$ cat src/hdl/aes_pkg.sv
package aes_pkg;

    // byte tables, entry 0 leftmost
    typedef logic [0:255][7:0] t_sbox_tab;

    // per-round control from the sequencer to the round unit
    typedef struct packed {
        logic first;   // initial key addition only
        logic last;    // final round, no column mixing
        logic dec;     // inverse cipher
    } t_rnd_ctl;

    // configuration register indexes
    localparam logic [2:0] REG_KEY0 = 3'd0;
    localparam logic [2:0] REG_KEY1 = 3'd1;
    localparam logic [2:0] REG_KEY2 = 3'd2;
    localparam logic [2:0] REG_KEY3 = 3'd3;
    localparam logic [2:0] REG_KLEN = 3'd4;
    localparam logic [2:0] REG_DIR  = 3'd5;

    // key length codes; any other code selects 256 bits
    localparam logic [1:0] KLEN_128 = 2'd0;
    localparam logic [1:0] KLEN_192 = 2'd1;

    localparam t_sbox_tab SBOX = {
        8'h63, 8'h7c, 8'h77, 8'h7b, 8'hf2, 8'h6b, 8'h6f, 8'hc5,
        8'h30, 8'h01, 8'h67, 8'h2b, 8'hfe, 8'hd7, 8'hab, 8'h76,
        8'hca, 8'h82, 8'hc9, 8'h7d, 8'hfa, 8'h59, 8'h47, 8'hf0,
        8'had, 8'hd4, 8'ha2, 8'haf, 8'h9c, 8'ha4, 8'h72, 8'hc0,
        8'hb7, 8'hfd, 8'h93, 8'h26, 8'h36, 8'h3f, 8'hf7, 8'hcc,
        8'h34, 8'ha5, 8'he5, 8'hf1, 8'h71, 8'hd8, 8'h31, 8'h15,
        8'h04, 8'hc7, 8'h23, 8'hc3, 8'h18, 8'h96, 8'h05, 8'h9a,
        8'h07, 8'h12, 8'h80, 8'he2, 8'heb, 8'h27, 8'hb2, 8'h75,
        8'h09, 8'h83, 8'h2c, 8'h1a, 8'h1b, 8'h6e, 8'h5a, 8'ha0,
        8'h52, 8'h3b, 8'hd6, 8'hb3, 8'h29, 8'he3, 8'h2f, 8'h84,
        8'h53, 8'hd1, 8'h00, 8'hed, 8'h20, 8'hfc, 8'hb1, 8'h5b,
        8'h6a, 8'hcb, 8'hbe, 8'h39, 8'h4a, 8'h4c, 8'h58, 8'hcf,
        8'hd0, 8'hef, 8'haa, 8'hfb, 8'h43, 8'h4d, 8'h33, 8'h85,
        8'h45, 8'hf9, 8'h02, 8'h7f, 8'h50, 8'h3c, 8'h9f, 8'ha8,
        8'h51, 8'ha3, 8'h40, 8'h8f, 8'h92, 8'h9d, 8'h38, 8'hf5,
        8'hbc, 8'hb6, 8'hda, 8'h21, 8'h10, 8'hff, 8'hf3, 8'hd2,
        8'hcd, 8'h0c, 8'h13, 8'hec, 8'h5f, 8'h97, 8'h44, 8'h17,
        8'hc4, 8'ha7, 8'h7e, 8'h3d, 8'h64, 8'h5d, 8'h19, 8'h73,
        8'h60, 8'h81, 8'h4f, 8'hdc, 8'h22, 8'h2a, 8'h90, 8'h88,
        8'h46, 8'hee, 8'hb8, 8'h14, 8'hde, 8'h5e, 8'h0b, 8'hdb,
        8'he0, 8'h32, 8'h3a, 8'h0a, 8'h49, 8'h06, 8'h24, 8'h5c,
        8'hc2, 8'hd3, 8'hac, 8'h62, 8'h91, 8'h95, 8'he4, 8'h79,
        8'he7, 8'hc8, 8'h37, 8'h6d, 8'h8d, 8'hd5, 8'h4e, 8'ha9,
        8'h6c, 8'h56, 8'hf4, 8'hea, 8'h65, 8'h7a, 8'hae, 8'h08,
        8'hba, 8'h78, 8'h25, 8'h2e, 8'h1c, 8'ha6, 8'hb4, 8'hc6,
        8'he8, 8'hdd, 8'h74, 8'h1f, 8'h4b, 8'hbd, 8'h8b, 8'h8a,
        8'h70, 8'h3e, 8'hb5, 8'h66, 8'h48, 8'h03, 8'hf6, 8'h0e,
        8'h61, 8'h35, 8'h57, 8'hb9, 8'h86, 8'hc1, 8'h1d, 8'h9e,
        8'he1, 8'hf8, 8'h98, 8'h11, 8'h69, 8'hd9, 8'h8e, 8'h94,
        8'h9b, 8'h1e, 8'h87, 8'he9, 8'hce, 8'h55, 8'h28, 8'hdf,
        8'h8c, 8'ha1, 8'h89, 8'h0d, 8'hbf, 8'he6, 8'h42, 8'h68,
        8'h41, 8'h99, 8'h2d, 8'h0f, 8'hb0, 8'h54, 8'hbb, 8'h16
    };

    // inverse table, worked out at elaboration
    function automatic t_sbox_tab invert_tab(input t_sbox_tab f);
        t_sbox_tab t;
        t = '0;
        for (int i = 0; i < 256; i++) begin
            t[f[i]] = 8'(i);
        end
        return t;
    endfunction

    localparam t_sbox_tab RSBOX = invert_tab(SBOX);

    // multiply by x in GF(2^8)
    function automatic logic [7:0] xt(input logic [7:0] x);
        return {x[6:0], 1'b0} ^ (x[7] ? 8'h1b : 8'h00);
    endfunction

    function automatic logic [31:0] sub_word(input logic [31:0] w);
        return {SBOX[w[31:24]], SBOX[w[23:16]], SBOX[w[15:8]], SBOX[w[7:0]]};
    endfunction

    function automatic logic [31:0] mix_col(input logic [31:0] c);
        logic [7:0] a0, a1, a2, a3;
        a0 = c[31:24]; a1 = c[23:16]; a2 = c[15:8]; a3 = c[7:0];
        return {xt(a0) ^ xt(a1) ^ a1 ^ a2 ^ a3,
                a0 ^ xt(a1) ^ xt(a2) ^ a2 ^ a3,
                a0 ^ a1 ^ xt(a2) ^ xt(a3) ^ a3,
                xt(a0) ^ a0 ^ a1 ^ a2 ^ xt(a3)};
    endfunction

    function automatic logic [31:0] inv_mix_col(input logic [31:0] c);
        logic [0:3][7:0] a, m9, m11, m13, m14;
        logic [7:0] x2, x4, x8;
        a = c;
        for (int i = 0; i < 4; i++) begin
            x2 = xt(a[i]);
            x4 = xt(x2);
            x8 = xt(x4);
            m9[i]  = x8 ^ a[i];
            m11[i] = x8 ^ x2 ^ a[i];
            m13[i] = x8 ^ x4 ^ a[i];
            m14[i] = x8 ^ x4 ^ x2;
        end
        return {m14[0] ^ m11[1] ^ m13[2] ^ m9[3],
                m9[0] ^ m14[1] ^ m11[2] ^ m13[3],
                m13[0] ^ m9[1] ^ m14[2] ^ m11[3],
                m11[0] ^ m13[1] ^ m9[2] ^ m14[3]};
    endfunction

endpackage

$ cat src/hdl/aes_key_sched.sv
module aes_key_sched (
    input  logic         i_clk,
    input  logic         i_rst_n,
    input  logic         i_start,
    input  logic [255:0] i_key,
    input  logic [1:0]   i_klen,
    input  logic [3:0]   i_rd_addr,
    output logic         o_busy,
    output logic [127:0] o_rd_key
);

    logic [127:0]     mem [15];
    logic             r_busy;
    logic [5:0]       r_i;
    logic [2:0]       r_mod;
    logic [7:0]       r_rc;
    logic [7:0][31:0] r_win;     // index 0 is the newest word
    logic [2:0][31:0] r_acc;
    logic [127:0]     r_rd;

    logic [0:7][31:0] w_kw;
    logic [3:0]       w_nk;
    logic [5:0]       w_total;
    logic [31:0]      w_old;
    logic [31:0]      w_t;
    logic [31:0]      w_new;
    logic             w_rot;

    assign w_kw = i_key;

    always_comb begin
        unique case (i_klen)
            aes_pkg::KLEN_128: begin w_nk = 4'd4; w_old = r_win[3]; end
            aes_pkg::KLEN_192: begin w_nk = 4'd6; w_old = r_win[5]; end
            default:           begin w_nk = 4'd8; w_old = r_win[7]; end
        endcase
    end
    assign w_total = 6'(4 * (w_nk + 4'd7));

    // next schedule word from the previous one and the one nk back
    always_comb begin
        w_rot = 1'b0;
        w_t   = r_win[0];
        if (r_i < 6'(w_nk)) begin
            w_new = w_kw[r_i[2:0]];
        end else begin
            if (r_mod == 3'd0) begin
                w_rot = 1'b1;
                w_t   = aes_pkg::sub_word({r_win[0][23:0], r_win[0][31:24]}) ^ {r_rc, 24'd0};
            end else if (w_nk == 4'd8 && r_mod == 3'd4) begin
                w_t = aes_pkg::sub_word(r_win[0]);
            end
            w_new = w_old ^ w_t;
        end
    end

    // sequencer: one word per cycle
    always_ff @(posedge i_clk) begin
        if (!i_rst_n) begin
            r_busy <= 1'b0;
            r_i    <= '0;
            r_mod  <= '0;
            r_rc   <= 8'h01;
        end else if (i_start) begin
            r_busy <= 1'b1;
            r_i    <= '0;
            r_mod  <= '0;
            r_rc   <= 8'h01;
        end else if (r_busy) begin
            r_i   <= r_i + 6'd1;
            r_mod <= (r_mod == 3'(w_nk - 4'd1)) ? 3'd0 : r_mod + 3'd1;
            if (w_rot) begin
                r_rc <= aes_pkg::xt(r_rc);
            end
            if (r_i == w_total - 6'd1) begin
                r_busy <= 1'b0;
            end
        end
    end

    // word window and row assembly
    always_ff @(posedge i_clk) begin
        if (r_busy && !i_start) begin
            r_win <= {r_win[6:0], w_new};
            if (r_i[1:0] != 2'd3) begin
                r_acc[r_i[1:0]] <= w_new;
            end
        end
    end

    // round key store, forward order: one row written, one row read
    always_ff @(posedge i_clk) begin
        if (r_busy && !i_start && r_i[1:0] == 2'd3) begin
            mem[r_i[5:2]] <= {r_acc[0], r_acc[1], r_acc[2], w_new};
        end
        r_rd <= mem[i_rd_addr];
    end

    assign o_busy   = r_busy;
    assign o_rd_key = r_rd;

endmodule

$ cat config.mk
export PLATFORM = sky130hd
export DESIGN_NAME = aes_key_sched
export DESIGN_NICKNAME = d
export VERILOG_FILES = /design/src/hdl/aes_pkg.sv /design/src/hdl/aes_key_sched.sv
export SDC_FILE = /design/constraint.sdc
export NUM_CORES = 2
export LEC_CHECK = 0
export BUFFER_PORTS_ARGS = -buffer_cell sky130_fd_sc_hd__buf_2
export CAP_MARGIN = 5
export CORE_ASPECT_RATIO = 0.7
export CORE_UTILIZATION = 60
export CTS_CLUSTER_DIAMETER = 150
export DETAILED_ROUTE_END_ITERATION = 10
export GPL_TIMING_DRIVEN = 1
export PLACE_DENSITY = 0.78
export SYNTH_ARGS = -nofsm -noshare
export SYNTH_HDL_FRONTEND = slang
export SYNTH_SLANG_ARGS = --single-unit
$ cat constraint.sdc
create_clock -name i_clk -period 20.7 [get_ports i_clk]
set_input_delay 3.105 -clock i_clk [delete_from_list [all_inputs] [get_ports i_clk]]
set_output_delay 3.105 -clock i_clk [all_outputs]
set_load 0.01 [all_outputs]
---- Yosys cells after proc, flatten, opt, wreduce, memory -nomap -nowiden ----
Memories as Yosys holds them, arrays and structs flattened. A register that Yosys moved wholly into a read port is not among the register bits.
Index checks and enable logic that the tools add are counted.
storage, ports and cells
  memories ................................ 5
  memory bits (writable) .................. 1,920
  bits in read-only memories .............. 8,192
  register bits after elaboration ......... 370
cells by class
  reductions and logical operators ........ 10
  equality and inequality tests ........... 7
  $lt $le $gt $ge ......................... 8
  add/subtract/negate cells ............... 5
  bitwise logic cells ..................... 9
  multiplexer cells ....................... 29
memory list
  memory            words  width  rd ports  clocked after memory_dff  wr ports  RTL line             RTL
  (name not given)  256    8      1         0                         0         aes_pkg.sv:78        return {SBOX[w[31:24]], SBOX[w[23:16]], SBOX[w[15:8]], SBOX[w[7:0]]};
  (name not given)  256    8      1         0                         0         aes_pkg.sv:78
  (name not given)  256    8      1         0                         0         aes_pkg.sv:78
  (name not given)  256    8      1         0                         0         aes_pkg.sv:78
  mem               15     128    1         1                         1         aes_key_sched.sv:12  logic [127:0] mem [15];
operator list
  operator                                                  count
  two-way mux 32 bit                                        7
  binary-select mux 32 bit (select 3 bit)                   1
  bitwise mux 96 bit                                        1
  demux 32 bit (select 2 bit)                               1
  two-way mux 8 bit                                         8
  case mux 32 bit (2 select lines)                          1
  XOR 32 bit                                                2
  greater-or-equal comparator 9 bit, second input constant  4
  inverter 8 -> 9 bit                                       4
  case mux 4 bit (2 select lines)                           1
  XOR 8 x 5 -> 8 bit                                        1
  two-way mux 1 bit                                         7
  adder 6 x 1 -> 6 bit, second input constant               1
  equality test 6 bit                                       1
  less-than comparator 6 x 4 -> 1 bit                       1
  subtractor 6 x 1 -> 6 bit, second input constant          1
  two-way mux 5 bit                                         1
  adder 4 x 3 -> 4 bit, second input constant               1
  equality test 4 bit, second input constant                1
  greater-or-equal comparator 4 bit, second input constant  1
  logical AND 1 bit                                         4
  inverter 3 -> 4 bit                                       1
  AND reduction 2 bit                                       2
  adder 3 x 1 -> 3 bit, second input constant               1
  other kinds (14)                                          14

---- Depth between registers and ports, before layout ----
  depth in word-level cells ............... 10
  mapped depth ............................ 16

---- Worst setup path before layout ----
No wires, ideal clock.
  kind .................................... input to register
  start point ............................. input i_start
  end point ............................... register r_acc[0] (netlist name), enable pin
  data arrival time ....................... 16.042 ns
  stages .................................. 3
  setup time .............................. 0.392 ns
  buffers on the path ..................... 0
  path slack .............................. 4.266 ns
  required time ........................... 20.308 ns
  path through ............................ nor2b_1 -> nor2b_1 -> and2_1
on the way
  word-level cells in the longest chain between the ends .. 3
ends and longest elaborated chain
  element                               RTL line             RTL
  start: declaration                    aes_key_sched.sv:4   input logic i_start,
  zero test 1 bit                       aes_key_sched.sv:83  if (r_busy && !i_start) begin
  logical AND 1 bit                     aes_key_sched.sv:83
  AND reduction 2 bit (no source line)  n/a
  end signal: indexed assignment        aes_key_sched.sv:86  r_acc[r_i[1:0]] <= w_new;
  end: declaration                      aes_key_sched.sv:18  logic [2:0][31:0] r_acc;
No other way between the ends.
A chain may end at the register's enable or synchronous reset.

==> flow_summary.yaml <==
outcome:
  outcome: "completed"
grt:
  grt_overflow: 0
  grt_pass1_vias: 62800
  grt_max_degree: 186
  grt_use_total_pct: 38.3
  antenna_found_initial: 37
  grt_pass1_wl_mm: 473
hold_path:
  hold_path.class: "reg -> reg"
routing:
  drt_pass1_iterations: 7
  vias_per_cell: 7.27
  drtIter0Drc: 11500
  wl_per_cell_um: 37.6
  ant_nets: 0
  wl_mm: 336
  drcViolationCount: 0
  via_count: 65100
power:
  switching_power_mw: 2.46
  p_clk_share_pct: 39.1
  p_comb_share_pct: 8.5
  powerDensity_mw_per_mm2: 90.3
  ir_drop_mv: 0.0898
  swShare_pct: 23.6
  internal_power_mw: 7.95
  leakage_nw: 37.6
  power_frac_seq_pct: 52.3
  power_mw: 10.4
sta:
  worst_slew_pin_slew_ns: 1.32
  clock.fmax_mhz: 144
  fin_ws_ns: 13.77
  slew_headroom_pct: 12.1
  fin_crit_ns: 6.93
  finalSetupViolCount: 0
  timing.final.crit_share_pct: 33.5
  grt_setup_unrepaired: "no"
  skew_ns: 0.0858
  slew_viol_final: 0
  final.setup.tns_ns: 0
  final_hold_viol_count: 0
  holdWs_ns: 0.353
final_layout:
  area_growth_syn_to_layout_pct: 10.9
  final_area_mm2: 0.115
  fin_nets: 6827
  drive_gt1_share_pct: 24.1
logic_synthesis:
  yosys-mux-area-fraction_pct: 14.9
  dominantRegCellSynth: "edfxtp_1"
  synth_top_family_by_area: "multiplexers"
  avgSynthCellArea_um2: 16.7
  synth-compound-area-share_pct: 7.71
  syn_inst: 6233
  ys_types: 106
  yosysSeqAreaShare_pct: 68.5
  syn_area_mm2: 0.104
  async_reset_ff_share_pct: 0
  ys_warn_count: 0
  synth_adder_area_share_pct: 0.771
  synth-xor-area-share_pct: 0.430
  yosys.area_share.simple_pct: 5.40
  postSynthRegisterBits: 2418
  synth_edf_count: 2272
  syn-num-nets: 6562
placed_design:
  dp_hpwl_mm: 191
  gp_congestion: 1.02
  place_area_mm2: 0.108
  port_buffers: 393
  pre_cts_ws_ns: 12.88
cts:
  cts_repair_resize_count: 0
  cts_buffers: 202
  cts.sinks: 2418
  cts_buffer_depth: 3
  htreeDepth: 4
  hold_buffers: 0
  worstSkewPairLatency_ns: 0.87
  cts_tree: "done"
  path_clk_slew_ns: 0.06
  post_cts_buffers: 0
  cts_root_buf: "clkbuf_16"
worst_setup_path:
  worst_setup_path_end_kind: "flop"
  cp.required_ns: 21.42
  crit_type: "in -> reg"
  worstPathArrival_ns: 7.65
  cp-start-kind: "primary input"
  path_max_fanout: 119
die:
  die-area_mm2: 0.175
  coreArea_mm2: 0.172
  die_h_um: 350
  row_count: 127
  die_x_um: 499
  start_util_pct: 60.5
  io_pins: 394
run:
  max_cap_viol_count: 0
==> final timing paths <==
kind                startpoint      endpoint  slack (ns)  cells past startpoint
setup reg to reg      r_win[9]   mem[13][15]       14.85                     14
setup / recovery  i_rd_addr[0]  o_rd_key[74]       13.77                      6
hold / removal       r_win[93]    r_win[125]        0.35                      0
hold reg to reg      r_win[93]    r_win[125]        0.35                      0
==> cells in the mapped netlist, types with 36 or more instances <==
library cell  number  area [µm²]
dfxtp_1          146        2920
a31oi_1           62         388
clkbuf_1         247         927
inv_1             38         143
and2_1            36         225
nor2b_1          123         769
a211oi_1          85         638
a21oi_1          248        1240
nand2_1          352        1320
nand2b_1          95         594
nand3_1           92         460
mux4_2           584       13200
edfxtp_1        2272       68200
nor2_1           207         777
xnor2_1           40         350
mux2i_1          200        2000
buf_2            113         566
o21ai_0          340        1700
nor3_1            74         370
ha_1              64         801
o211ai_1          59         443
buf_1             80         300
==> cells in the final DEF (no fill, tap or decap), types with 85 or more instances in the layout <==
master        n
clkbuf_16   203
o21ai_0     339
a211oi_1     85
nand3_1      92
mux2i_1     200
mux4_2      584
dfxtp_1     143
nand2b_1     95
buf_4       145
buf_2       390
edfxtp_1   2272
a21oi_1     229
nor2_1      190
nor2b_1     122
nand2_1     351
==> area by class of cell <==
type,instances,area (µm²)
antenna,25,62.6
clock buffer,255,5460
clock inverter,127,1590
fill,11000,56400
inverter,53,199
multi-input combinational,3274,30600
sequential,2418,71200
tap,2257,2820
timing repair buffer,549,3310
==> through the flow <==
| stage | utilization, % | std cells |
|---|---|---|
| after floorplan | - | 6233 |
| after global placement | 63.0 | 8549 |
| after detailed placement | 63.0 | 8551 |
| after CTS | 67.1 | 8933 |
| after global routing | 67.1 | 8948 |
| final | 67.1 | 8958 |
==> critical path, cell delays in order <==
cell and delay (ns):
buf_8 0.51, buf_12 0.82, buf_4 0.91, buf_4 0.94, mux4_2 0.64, mux4_2 0.49
==> metal layers <==
| layer | vias to the layer above | GRT usage [%] | part of all wire, % |
|---|---|---|---|
| li1 | 25700 | - | - |
| met5 | - | 0 | 0.051 |
| met1 | 33400 | 56.2 | 38 |
| met2 | 5322 | 55.5 | 44 |
| met4 | 26 | 13.7 | 3.7 |
| met3 | 683 | 10.7 | 14 |
==> cell families (layout without fill, tap and decap cells) <==
logic type	count (synthesis)	after routing
multiplexers	809	809
adder cells (fa/ha/maj)	64	64
AO/OA/AOI/OAI	1212	1212
buffers and inverters	541	984
AND/OR/NAND/NOR	1138	1138
flip-flops	2418	2418
XOR/XNOR	51	51
other	0	25
==> registers in the layout, indices dropped and copies added (netlist names) <==
name      flops
o_rd_key    128
o_busy        1
r_i           6
mem        1920
r_rc          8
r_mod         3
r_win       256
r_acc        96
==> power by group through the flow <==
stage / Sequential (mW) / Combinational [mW] / Clock, mW
after floorplan: 5.54 / 0.501 / 0
after global placement: 5.55 / 0.841 / 0
after detailed placement: 5.55 / 0.845 / 0
after CTS: 5.44 / 0.859 / 4.09
after global routing: 5.44 / 0.918 / 4.25
final: 5.44 / 0.889 / 4.07
Note: power is estimated with default switching activity, not from simulation.
